**config.mk**
```make
export PLATFORM = sky130hd
export DESIGN_NAME = der_header_decoder
export DESIGN_NICKNAME = d
export VERILOG_FILES = /design/src/rtl/core/dhd_pkg.sv /design/src/rtl/core/der_header_decoder.sv /design/src/rtl/core/dhd_parser.sv
export SDC_FILE = /design/constraint.sdc
export NUM_CORES = 1
export LEC_CHECK = 0
export ABC_AREA = 1
export BUFFER_PORTS_ARGS = -buffer_cell sky130_fd_sc_hd__buf_2
export CAP_MARGIN = 15
export CORE_MARGIN = 5
export CORE_UTILIZATION = 58
export CTS_CLUSTER_DIAMETER = 200
export DETAILED_ROUTE_END_ITERATION = 10
export GPL_ROUTABILITY_DRIVEN = 0
export PLACE_DENSITY = 0.8
export SLEW_MARGIN = 40
export SYNTH_ARGS = -nofsm -noshare
export SYNTH_HDL_FRONTEND = slang
export SYNTH_SLANG_ARGS = --single-unit
```
**constraint.sdc**
```tcl
create_clock -name aclk -period 4.7 [get_ports aclk]
set_input_delay 0.705 -clock aclk [delete_from_list [all_inputs] [get_ports aclk]]
set_output_delay 0.705 -clock aclk [all_outputs]
set_load 0.1 [all_outputs]
```
**src/rtl/core/dhd_pkg.sv**
```systemverilog
// dhd_pkg: shared types and constants for the der header decoder
// word structs for the byte and result channels, status codes, limits
// no dependencies
package dhd_pkg;

    localparam int MAX_TAG_BYTES = 4;
    localparam int MAX_LEN_BYTES = 4;

    localparam int TAG_W     = 28;
    localparam int LEN_W     = 32;
    localparam int SIZE_W    = 4;
    localparam int TAG_CNT_W = $clog2(MAX_TAG_BYTES + 1);
    localparam int LEN_CNT_W = $clog2(MAX_LEN_BYTES + 1);

    typedef enum logic [1:0] {
        ST_OK      = 2'd0,
        ST_TRUNC   = 2'd1,
        ST_TAG_OVF = 2'd2,
        ST_LEN_BIG = 2'd3
    } status_t;

    typedef struct packed {
        logic [7:0] data_byte;
        logic       start_header;
        logic       buffer_end;
    } in_word_t;

    typedef struct packed {
        logic [1:0]        status;
        logic [1:0]        tag_class;
        logic              constructed;
        logic [TAG_W-1:0]  tag_number;
        logic [LEN_W-1:0]  length_value;
        logic              indefinite;
        logic [SIZE_W-1:0] header_size;
    } out_word_t;

endpackage

```
**src/rtl/core/der_header_decoder.sv**
```systemverilog
// der_header_decoder: byte-serial ASN.1 identifier and length header parser
// the result word is registered when its completing byte leaves the input register
// throughput: one byte per cycle; the input register advances into the parser
// whenever the result register is empty or being taken
// reset: synchronous active-low aresetn clears both valid flags and the parse state to idle
// depends on dhd_pkg, dhd_parser
module der_header_decoder
    import dhd_pkg::*;
(
    input  logic      aclk,
    input  logic      aresetn,
    input  logic      s_valid,
    output logic      s_ready,
    input  in_word_t  s_word,
    output logic      m_valid,
    input  logic      m_ready,
    output out_word_t m_word
);

    logic      in_valid_reg;
    in_word_t  in_word_reg;
    logic      out_valid_reg;
    out_word_t out_word_reg;

    logic      advance;
    logic      emit;
    out_word_t res_word;

    // the held byte moves on once the result slot can take whatever it produces
    assign advance = in_valid_reg && (!out_valid_reg || m_ready);
    assign s_ready = !in_valid_reg || advance;
    assign m_valid = out_valid_reg;
    assign m_word  = out_word_reg;

    dhd_parser u_parser (
        .aclk     (aclk),
        .aresetn  (aresetn),
        .step     (advance),
        .in_word  (in_word_reg),
        .emit     (emit),
        .res_word (res_word)
    );

    always_ff @(posedge aclk) begin
        if (!aresetn) begin
            in_valid_reg  <= 1'b0;
            out_valid_reg <= 1'b0;
        end else begin
            if (s_valid && s_ready) begin
                in_valid_reg <= 1'b1;
            end else if (advance) begin
                in_valid_reg <= 1'b0;
            end
            if (advance && emit) begin
                out_valid_reg <= 1'b1;
            end else if (m_ready) begin
                out_valid_reg <= 1'b0;
            end
        end
    end

    always_ff @(posedge aclk) begin
        if (s_valid && s_ready) begin
            in_word_reg <= s_word;
        end
        if (advance && emit) begin
            out_word_reg <= res_word;
        end
    end

endmodule

```
**src/rtl/core/dhd_parser.sv**
```systemverilog
// dhd_parser: header parse state and its per-byte update
// holds the identifier/length state machine, gives one result word per finished header
// depends on dhd_pkg
module dhd_parser
    import dhd_pkg::*;
(
    input  logic      aclk,
    input  logic      aresetn,
    input  logic      step,
    input  in_word_t  in_word,
    output logic      emit,
    output out_word_t res_word
);

    typedef enum logic [1:0] {
        PH_IDLE,
        PH_TAG_LONG,
        PH_LEN_FIRST,
        PH_LEN_LONG
    } phase_t;

    phase_t                phase_reg,     phase_next;
    logic [1:0]            class_reg,     class_next;
    logic                  cons_reg,      cons_next;
    logic [TAG_W-1:0]      tag_reg,       tag_next;
    logic [TAG_CNT_W-1:0]  tag_cnt_reg,   tag_cnt_next;
    logic [LEN_W-1:0]      len_reg,       len_next;
    logic [LEN_CNT_W-1:0]  left_reg,      left_next;
    logic [SIZE_W-1:0]     bytes_reg,     bytes_next;

    logic [7:0]            b;
    logic [SIZE_W-1:0]     bytes_inc;
    logic [LEN_CNT_W-1:0]  left_dec;
    status_t               status;
    logic                  indef;
    logic                  ok;

    assign b         = in_word.data_byte;
    assign bytes_inc = (bytes_reg == {SIZE_W{1'b1}}) ? bytes_reg : bytes_reg + 1'b1;
    assign left_dec  = (left_reg != '0) ? left_reg - 1'b1 : left_reg;

    always_comb begin
        phase_next   = phase_reg;
        class_next   = class_reg;
        cons_next    = cons_reg;
        tag_next     = tag_reg;
        tag_cnt_next = tag_cnt_reg;
        len_next     = len_reg;
        left_next    = left_reg;
        bytes_next   = bytes_reg;
        emit         = 1'b0;
        status       = ST_OK;
        indef        = 1'b0;

        if (in_word.start_header) begin
            class_next   = b[7:6];
            cons_next    = b[5];
            tag_cnt_next = '0;
            len_next     = '0;
            left_next    = '0;
            bytes_next   = SIZE_W'(1);
            if (b[4:0] == 5'h1f) begin
                tag_next   = '0;
                phase_next = PH_TAG_LONG;
            end else begin
                tag_next   = TAG_W'(b[4:0]);
                phase_next = PH_LEN_FIRST;
            end
            if (in_word.buffer_end) begin
                emit   = 1'b1;
                status = ST_TRUNC;
            end
        end else begin
            case (phase_reg)
                PH_TAG_LONG: begin
                    bytes_next = bytes_inc;
                    if (tag_cnt_reg >= TAG_CNT_W'(MAX_TAG_BYTES) ||
                        tag_reg[TAG_W-1:TAG_W-7] != '0) begin
                        emit   = 1'b1;
                        status = ST_TAG_OVF;
                    end else begin
                        tag_cnt_next = tag_cnt_reg + 1'b1;
                        tag_next     = {tag_reg[TAG_W-8:0], b[6:0]};
                        if (!b[7]) begin
                            phase_next = PH_LEN_FIRST;
                        end
                        if (in_word.buffer_end) begin
                            emit   = 1'b1;
                            status = ST_TRUNC;
                        end
                    end
                end
                PH_LEN_FIRST: begin
                    bytes_next = bytes_inc;
                    if (b == 8'h80) begin
                        len_next = '0;
                        emit     = 1'b1;
                        indef    = 1'b1;
                    end else if (!b[7]) begin
                        len_next = LEN_W'(b);
                        emit     = 1'b1;
                    end else if (b[6:0] > 7'(MAX_LEN_BYTES)) begin
                        emit   = 1'b1;
                        status = ST_LEN_BIG;
                    end else begin
                        len_next   = '0;
                        left_next  = LEN_CNT_W'(b[6:0]);
                        phase_next = PH_LEN_LONG;
                        if (in_word.buffer_end) begin
                            emit   = 1'b1;
                            status = ST_TRUNC;
                        end
                    end
                end
                PH_LEN_LONG: begin
                    bytes_next = bytes_inc;
                    if (len_reg[LEN_W-1:LEN_W-8] != '0) begin
                        emit   = 1'b1;
                        status = ST_LEN_BIG;
                    end else begin
                        len_next  = {len_reg[LEN_W-9:0], b};
                        left_next = left_dec;
                        if (left_dec == '0) begin
                            emit = 1'b1;
                        end else if (in_word.buffer_end) begin
                            emit   = 1'b1;
                            status = ST_TRUNC;
                        end
                    end
                end
                default: begin
                    phase_next = PH_IDLE;
                end
            endcase
        end

        if (emit) begin
            phase_next = PH_IDLE;
        end
    end

    // result fields come from the updated state
    assign ok = (status == ST_OK);

    always_comb begin
        res_word.status       = status;
        res_word.tag_class    = class_next;
        res_word.constructed  = cons_next;
        res_word.tag_number   = ok ? tag_next : '0;
        res_word.length_value = (ok && !indef) ? len_next : '0;
        res_word.indefinite   = ok && indef;
        res_word.header_size  = bytes_next;
    end

    always_ff @(posedge aclk) begin
        if (!aresetn) begin
            phase_reg   <= PH_IDLE;
            class_reg   <= '0;
            cons_reg    <= 1'b0;
            tag_reg     <= '0;
            tag_cnt_reg <= '0;
            len_reg     <= '0;
            left_reg    <= '0;
            bytes_reg   <= '0;
        end else if (step) begin
            phase_reg   <= phase_next;
            class_reg   <= class_next;
            cons_reg    <= cons_next;
            tag_reg     <= tag_next;
            tag_cnt_reg <= tag_cnt_next;
            len_reg     <= len_next;
            left_reg    <= left_next;
            bytes_reg   <= bytes_next;
        end
    end

endmodule

```
## Word-level counts from Yosys, hierarchy flattened

Index checks and enable logic that the tools add are counted.

| operators by class | value |
|---|---|
| eq/ne operators | 17 |
| magnitude comparators | 2 |
| add/sub/neg operators | 3 |
| reduce and logical (&&, ||, !) cells | 24 |
| muxes and demuxes | 59 |

Operators by type and width:

| operator | count |
|---|---|
| $mux W32 | 5 |
| $mux W28 | 3 |
| $pmux W32 S2 | 1 |
| $mux W2 | 15 |
| $mux W3 | 9 |
| $ne A4 B4 Y1 const B | 5 |
| $mux W1 | 18 |
| $ne A3 B3 Y1 const B | 5 |
| $mux W4 | 3 |
| $pmux W2 S3 | 2 |
| $eq A8 B8 Y1 const B | 1 |
| $reduce_bool A8 Y1 | 1 |
| $gt A7 B3 Y1 const B | 1 |
| $reduce_and A7 Y1 | 1 |
| $reduce_bool A7 Y1 | 1 |
| $pmux W3 S2 | 1 |
| $reduce_and A6 Y1 | 1 |
| $reduce_bool A2 Y1 | 3 |
| $reduce_bool A3 Y1 | 2 |
| $eq A5 B5 Y1 const B | 1 |
| $logic_and A1 B1 Y1 | 5 |
| $mux W5 | 1 |
| $add A4 B1 Y4 const B | 1 |
| $eq A2 B2 Y1 const B | 2 |
| other kinds (13) | 17 |

| storage, ports and cells | value |
|---|---|
| bits in registers | 157 |
| bits of input ports | 14 |
| word-level logic and storage cells | 125 |
| output and inout bits | 72 |

## Logic depth before layout (Yosys ltp)

Gate-level depths: netlist (run 1).

| logic depth | value |
|---|---|
| depth after elaboration | 9 |
| mapped depth | 16 |
| gate-level depth less buffers | 16 |

## Hierarchy

A second synthesis (run 1) with hierarchy kept.

| unflattened totals | value |
|---|---|
| cells, all modules | 788 |
| area, all modules | 6980.4 µm² |

Modules (own cells, without submodules):

| module | cells an instance | seq. area each (µm²) | area an instance (µm²) | instances |
|---|---|---|---|---|
| dhd_parser | 691 | 1501.4 | 4470.5 | 1 |
| der_header_decoder | 97 | 2442.3 | 2509.9 | 1 |

## Worst setup path after synthesis (run 1)

No wires, ideal clock.

| path | value |
|---|---|
| path kind | register to register |
| start | reg u_parser.left_reg[0] |
| end | reg out_word_reg, in the netlist m_word[0], enable pin |
| data required time | 4276 ps |
| slack | 1404 ps |
| setup time | 424 ps |
| stages on the path, launching flop included | 15 |
| data arrival time | 2872 ps |
| buffers on the path | 0 |
| clock period less this slack | 3296 ps |
| path through | dfxtp_1 inv_1 ha_1 ha_1 inv_1 nand2_1 nand2_1 nand3_1 nand3_1 nand2_1 nand3_1 nand3_1 nand2_1 nand2_1 inv_1 |

| on the way | value |
|---|---|
| cells in the longest elaborated chain, start to end | 8 |
| elaborated cells on any way between the ends | 9 |
| classes of those cells | add/sub (1); mux (5); reduce/logical (3) |

RTL lines:

| what | line | source |
|---|---|---|
| start: declaration | dhd_parser.sv:28 | `logic [LEN_CNT_W-1:0] left_reg, left_next;` |
| start signal: assignment | dhd_parser.sv:172 | `left_reg <= left_next;` |
| $sub A3 B1 Y3 or $reduce_bool A3 Y1 (tied branches) | dhd_parser.sv:40 | `assign left_dec = (left_reg != '0) ? left_reg - 1'b1 : left_reg;` |
| $mux W3 (*) | dhd_parser.sv:40 |  |
| $logic_not A3 Y1 (*) | dhd_parser.sv:123 | `if (left_dec == '0) begin` |
| $mux W1 (*) | dhd_parser.sv:123 |  |
| $mux W1 (*) | dhd_parser.sv:117 | `if (len_reg[LEN_W-1:LEN_W-8] != '0) begin` |
| $pmux W1 S3 (*) | dhd_parser.sv:74 | `case (phase_reg)` |
| $mux W1 (*) | dhd_parser.sv:55 | `if (in_word.start_header) begin` |
| $logic_and A1 B1 Y1 (*) | der_header_decoder.sv:66 | `if (advance && emit) begin` |
| end signal: assignment | der_header_decoder.sv:67 | `out_word_reg <= res_word;` |
| end: declaration | der_header_decoder.sv:23 | `out_word_t out_word_reg;` |

Every way passes the cells marked *; elsewhere a longest branch is shown, timed or not.
A chain may end at the register's enable or synchronous reset.

## Worst setup path after layout (run 1)

| path | value |
|---|---|
| start | reg u_parser.left_reg[0] |
| end | reg out_word_reg, in the netlist m_word[13], enable pin |

The elaborated chain is that of the path after synthesis.

==> out/results.ini, run 1 <==
[yosys]
synth_top_area_share_pct=34.6
synthTopCellsByArea=edfxtp_1 (35%), dfxtp_1 (22%), o21ai_0 (7.1%)
ys_ff_latch=157
ys.warnings.count=0
seq_area_frac_synth_pct=56.8
syn_inst=783
synth_area_sq_mm=0.00694
synth.distinct_cells=31
avgSynthCellArea_sq_um=8.86
synth-edff-count=80
syn_nets=807
synth_top_area_cell=edfxtp_1
ys_async_sr_fraction_pct=0
ys.flop_type=edfxtp_1

[route]
wl_met1_mm=6.62
drt_iter0_markers=754
routed_wl_mm=16.5
drcViolationCount=0
vias=5877
top_layer=met4
wl_met3_mm=1.26
antenna_left=0
wl_met2_mm=8.26
drtPass1Iterations=5
via_per_inst=5.84
wl_per_cell_microns=16.4

[clock_network]
cts_buffers=17
clk_pin_slew_ns=0.06
clock-sinks=157
clock_path_buffers=2
ctsResizeCount=0
htreeDepth=4
cts_hold_buf=0
cts_setup_buffers=0
cts-root-buf=clkbuf_16
cts_tree=built
clock_latency_ns=0.43

[global_route]
grt_pass1_vias=5658
grt_use_total_pct=23.7
grt_overflow_total=0
grt_pass1_wl_mm=27.1
grt_max_degree=115
antenna_found_initial=0

[placed_design]
port_buffers=85
dp_worst_setup_slack_ns=1.49
dp_hpwl_mm=11.0

[worst_setup_path]
worstReg2RegStart=u_parser.left_reg[0]$_SDFFE_PN0P_
worst_ep_required_time_ns=4.79
end_kind=flop
critPathMaxFanout=38
critPathMostFrequentCell=nand2_1
cpPeakStageDelay_ns=0.46
worstSetupStartpointType=flop
crit_slowest_cell=clkinv_2
cp.arrival_ns=3.21
crit_chain=inv_1 -> ha_1 -> ha_1 -> inv_1 -> nand2_1 -> nand2_1 -> nand3_1 -> nand3_1 -> nand2_1 -> nand3_1 -> nand3_1 -> nand2_1 -> nand2_1 -> clkinv_2 -> buf_4
ff2ff_path_depth=15
r2r-end=m_word[13]$_SDFFCE_PN0P_
path_class=reg2reg
ff2ff_setup_slack_ns=1.59

[floorplan]
initial_utilization_pct=58.5
io_pins=86
die_h_microns=119
dieArea_sq_mm=0.0143
die_width_microns=119
core_sq_mm=0.0119
rows=40

[pwr]
p_per_area_mw_per_mm2=406
vdd_ir_drop_max_uv=212
leakage_nw=3.15
total_power_mw=3.23

[timing]
hold_viol=0
slew-limit-headroom_pct=52.2
finalSetupViolCount=0
clock_skew_ns=0.00608
worst_pin_slew_ns=0.716
rsz0062_at_grt=false
fin_ws_ns=1.59
fin_crit_ns=3.11
slew_violations=0
tns_ns=0
max_clock_freq_ghz=0.321
whs_ns=0.447
period_share_pct=66.2

[run]
maxCapViolCount=0

[min_path]
hold_end=in_word_reg[9]$_DFFE_PP_
hold_path.class=in2reg
hold_depth=1
worstHoldStart=s_word[9]

[layout]
final_util_pct=67.0
synthToLayoutAreaGrowth_pct=14.6
mostFrequentLayoutCells=o21ai_0 (98), inv_1 (94), a21oi_1 (92), nor2_1 (87)
layout-drive-gt1-share_pct=17.2
antennaDiodeCount=0
nets=871
largest_reg_flops=70
layout_commonest_cell=o21ai_0

[outcome]
status=complete, no violations

-- layout make-up --
class	instances	area [sq um]
Sequential cell	157	3940
Fill cell	900	3910
Multi-Input combinational cell	479	2420
Timing Repair Buffer	92	482
Clock buffer	18	439
Inverter	100	377
Tap cell	147	184
Clock inverter	14	103
-- cell usage after synthesis, types with 4 or more instances --
| cell | n |
|---|---|
| nand2_1 | 87 |
| inv_1 | 96 |
| nand4_1 | 5 |
| dfxtp_1 | 77 |
| edfxtp_1 | 80 |
| ha_1 | 10 |
| o22ai_1 | 24 |
| clkbuf_1 | 29 |
| o211a_1 | 4 |
| nor2_2 | 13 |
| o21ai_1 | 6 |
| a211oi_1 | 7 |
| a21oi_1 | 92 |
| buf_1 | 6 |
| o21ai_0 | 98 |
| nand3_1 | 22 |
| nor2_1 | 87 |
| buf_2 | 9 |
| o211ai_1 | 10 |
| nor3_1 | 6 |
-- cells by family (layout without fill, tap and decap cells) --
kind of cell	Yosys count	in the layout	share of synthesized area [%]
flops	157	157	56.8
buf+inv	147	224	8.44
fa+ha+maj	10	10	1.80
compound gates	244	244	19.2
simple gates	225	225	13.8
-- routing by layer --
metal | up-vias | track usage, %
met3 | 30 | 5.37
met5 | - | 0
met1 | 2782 | 29.5
met2 | 280 | 39.5
li1 | 2785 | -
met4 | 0 | 10.4
-- through the flow --
| step | std cells | instance area (sq um) |
|---|---|---|
| global route | 1007 | 7950 |
| floorplan | 783 | 6940 |
| finish | 1007 | 7950 |
| detailed placement | 975 | 7400 |
| global placement | 975 | 7390 |
| CTS | 1007 | 7940 |
-- report_power, final --
| part | internal [mW] | switching [mW] | total [mW] |
|---|---|---|---|
| Combinational | 0.0973 | 0.320 | 0.417 |
| Sequential | 1.50 | 0.0396 | 1.54 |
| Clock | 0.729 | 0.536 | 1.26 |
-- worst max path at each step --
| stage | start | end | slack, ns | depth (start not counted) |
|---|---|---|---|---|
| after floorplan | u_parser.left_reg[0]$_SDFFE_PN0P_ | m_word[0]$_DFFE_PP_ | 1.40 | 14 |
| after global placement | u_parser.phase_reg[1]$_SDFFE_PN0P_ | m_word[60]$_SDFFCE_PN0P_ | 1.68 | 9 |
| after detailed placement | u_parser.left_reg[0]$_SDFFE_PN0P_ | m_word[16]$_SDFFCE_PN0P_ | 1.49 | 15 |
| after CTS | u_parser.left_reg[0]$_SDFFE_PN0P_ | m_word[28]$_SDFFCE_PN0P_ | 1.48 | 15 |
| after global routing | u_parser.left_reg[0]$_SDFFE_PN0P_ | m_word[31]$_SDFFCE_PN0P_ | 1.29 | 15 |
| final | u_parser.left_reg[0]$_SDFFE_PN0P_ | m_word[13]$_SDFFCE_PN0P_ | 1.59 | 15 |
-- critical path: cells and delay by family, from the launching register on --
family	cells	cell delay, ns
buffers and inverters	4	1.07
AND/OR/NAND/NOR	9	0.87
adder cells (fa/ha/maj)	2	0.44
flip-flops	1	0.37
Power figures use the tool's default switching activity.
==> inputs of run 2 (changes only) <==
--- a/config.mk
+++ b/config.mk
@@ -5,15 +5,15 @@
 export SDC_FILE = /design/constraint.sdc
 export NUM_CORES = 1
 export LEC_CHECK = 0
-export ABC_AREA = 1
+export ABC_AREA = 0
 export BUFFER_PORTS_ARGS = -buffer_cell sky130_fd_sc_hd__buf_2
 export CAP_MARGIN = 15
 export CORE_MARGIN = 5
-export CORE_UTILIZATION = 58
+export CORE_UTILIZATION = 57
 export CTS_CLUSTER_DIAMETER = 200
 export DETAILED_ROUTE_END_ITERATION = 10
 export GPL_ROUTABILITY_DRIVEN = 0
-export PLACE_DENSITY = 0.8
+export PLACE_DENSITY = 0.79
 export SLEW_MARGIN = 40
 export SYNTH_ARGS = -nofsm -noshare
 export SYNTH_HDL_FRONTEND = slang
==> constraint.sdc (replaced) <==
create_clock -name aclk -period 3.18 [get_ports aclk]
set_input_delay 0.477 -clock aclk [delete_from_list [all_inputs] [get_ports aclk]]
set_output_delay 0.477 -clock aclk [all_outputs]
set_load 0.1 [all_outputs]
==> run 2 against run 1 <==
  * Synthesized cell count decreased by 15%
  * Via count decreased by 6.3%
  * Clock power increased by 84%
  * Die area decreased by 2.0%
  * Critical endpoint is now m_word[19]$_SDFFCE_PN0P_
  * Largest cell class unchanged
  * Largest power group is now clock
==> out/results.ini, run 2 <==
[floorplan]
rows=39
initial_utilization_pct=58.2
io_pins=86
die_width_microns=118
core_sq_mm=0.0115
dieArea_sq_mm=0.0140
die_h_microns=118

[worst_setup_path]
critPathMaxFanout=47
crit_slowest_cell=nor4_2
crit_chain=nor4_2 -> a41oi_1 -> or3_1 -> a221oi_2 -> nor2_4 -> buf_12
worstSetupStartpointType=flop
cpPeakStageDelay_ns=0.57
crit_buf_inv=1
cp.arrival_ns=3.00
end_kind=flop
path_class=reg2reg
worst_ep_required_time_ns=3.34
crit_family=simple AND/OR/NAND/NOR gates

[clock_network]
cts-root-buf=clkbuf_16
clock_latency_ns=0.43
cts_buffers=17
clock-sinks=157
clk_pin_slew_ns=0.06
clock_path_buffers=2
cts_hold_buf=0
ctsResizeCount=0
htreeDepth=4
cts_setup_buffers=0
cts_tree=built

[yosys]
syn_nets=686
ys.warnings.count=0
synth_area_sq_mm=0.00667
syn_inst=662
synth-edff-count=80
muxShareOfSynthArea_pct=1.11
synth_top_family_by_area=compound AO/OA/AOI/OAI gates
synth_xor_area_share_pct=0.131
synth.most_common_cell=nor2_1
synth-compound-area-share_pct=17.4
synth_top_area_share_pct=36.0
synth.distinct_cells=57
synthTopCellsByArea=edfxtp_1 (36%), dfxtp_1 (23%), a22oi_1 (7.3%)
ys.flop_type=edfxtp_1
synth_common_cells=nor2_1 (88), nand2_1 (87), edfxtp_1 (80)
synth_top_area_cell=edfxtp_1
ys_ff_latch=157
seq_area_frac_synth_pct=59.1
synth-simple-area-share_pct=16.2
ys_async_sr_fraction_pct=0
yosys.area_share.adder_pct=1.88
avgSynthCellArea_sq_um=10.1

[layout]
mostFrequentLayoutCells=nor2_1 (87), nand2_1 (87), buf_2 (85), edfxtp_1 (80), dfxtp_1 (77)
largest_reg_flops=70
fin_cells=893
post-route-cell-area_sq_mm=0.00791
synthToLayoutAreaGrowth_pct=18.5
layout-drive-gt1-share_pct=20.0
antennaDiodeCount=0
nets=761
final_util_pct=68.9

[timing]
slew_violations=0
clock_skew_ns=0.00649
finalSetupViolCount=0
worst_pin_slew_ns=0.775
tns_ns=0
fin_ws_ns=0.343
max_clock_freq_ghz=0.353
rsz0062_at_grt=false
whs_ns=0.221
slew-limit-headroom_pct=48.3
fin_crit_ns=2.84
period_share_pct=89.2
hold_viol=0

[global_route]
top_usage_layer=met2
grt_use_met3_pct=6.88
grt_pass1_vias=5246
antenna_found_initial=0
grt_use_met1_pct=30.8
grt_pass1_wl_mm=26.6
grt_use_total_pct=23.2
grt_max_degree=48
grt_use_met2_pct=35.8
grt_overflow_total=0

[route]
vias=5505
via_per_inst=6.16
wl_per_cell_microns=18.2
drtPass1Iterations=6
drt_iter0_markers=685
drcViolationCount=0
routed_wl_mm=16.2
antenna_left=0

[pwr]
p_sw_mw=1.04
pwr-share-comb_pct=6.1
p_sw_share_pct=21.7
internal_power_mw=3.76
p_per_area_mw_per_mm2=607
vdd_ir_drop_max_uv=356
clockPowerShare_pct=48.5
leakage_nw=2.87
power_frac_seq_pct=45.5
total_power_mw=4.80

[placed_design]
port_buffers=85
dp_hpwl_mm=10.6
dp.cells=861
postPlaceCellArea_sq_mm=0.00723
dp_worst_setup_slack_ns=0.425

[run]
maxCapViolCount=0

[outcome]
status=complete, no violations

[min_path]
hold_path.class=in2reg

-- run 2: cell count changes in the layout (fill, tap and decap cells not counted), moves of 9 or more --
cell | before | now
a21oi_1 | 92 | 72
o21ai_0 | 98 | 5
o22ai_1 | 24 | 1
a22oi_1 | 0 | 65
o211ai_1 | 10 | 1
buf_4 | 6 | 18
inv_1 | 94 | 13
nor2_2 | 13 | 3
-- run 2: power by group through the flow --
stage	Clock (mW)	Sequential, mW	Combinational [mW]
finish	2.32	2.18	0.291
global route	2.43	2.18	0.309
CTS	2.33	2.18	0.289
detailed placement	0	2.22	0.287
global placement	0	2.22	0.280
floorplan	0	2.30	0.143
-- run 2: worst paths after layout --
path                                  start                        endpoint  slack [ns]  depth (start not counted)
max                in_word_reg[8]$_DFFE_PP_        m_word[19]$_SDFFCE_PN0P_        0.34                          6
min                               s_word[4]        in_word_reg[4]$_DFFE_PP_        0.22                          1
max reg2reg        in_word_reg[8]$_DFFE_PP_        m_word[19]$_SDFFCE_PN0P_        0.34                          6
min reg2reg  u_parser.cons_reg$_SDFFE_PN0P_  u_parser.cons_reg$_SDFFE_PN0P_        0.46                          2
-- run 2: worst reg2reg max path, cell delays in order, from the launching register on --
cell      delay [ns]
edfxtp_1        0.48
nor4_2          0.57
a41oi_1         0.26
or3_1           0.44
a221oi_2        0.43
nor2_4          0.13
buf_12          0.22
-- run 2: routing by layer --
| layer | vias up | part of all wire, % |
|---|---|---|
| met5 | - | 0 |
| met4 | 0 | 2.6 |
| met3 | 54 | 9.3 |
| met2 | 310 | 47 |
| met1 | 2598 | 41 |
| li1 | 2543 | - |
-- run 2: cells by family (layout without fill, tap and decap cells) --
logic type / count (synthesis) / count (layout)
AO/OA/AOI/OAI: 179 / 179
XOR/XNOR: 1 / 1
adder cells (fa/ha/maj): 10 / 10
buffers and inverters: 63 / 151
flip-flops: 157 / 157
multiplexers: 7 / 7
AND/OR/NAND/NOR: 245 / 245
-- run 2: layout make-up --
type | instances | area (sq um)
timing repair buffer | 104 | 581
inverter | 15 | 56.3
multi-input combinational | 442 | 2470
clock inverter | 13 | 244
fill | 753 | 3560
clock buffer | 19 | 433
sequential | 157 | 3940
tap | 143 | 179
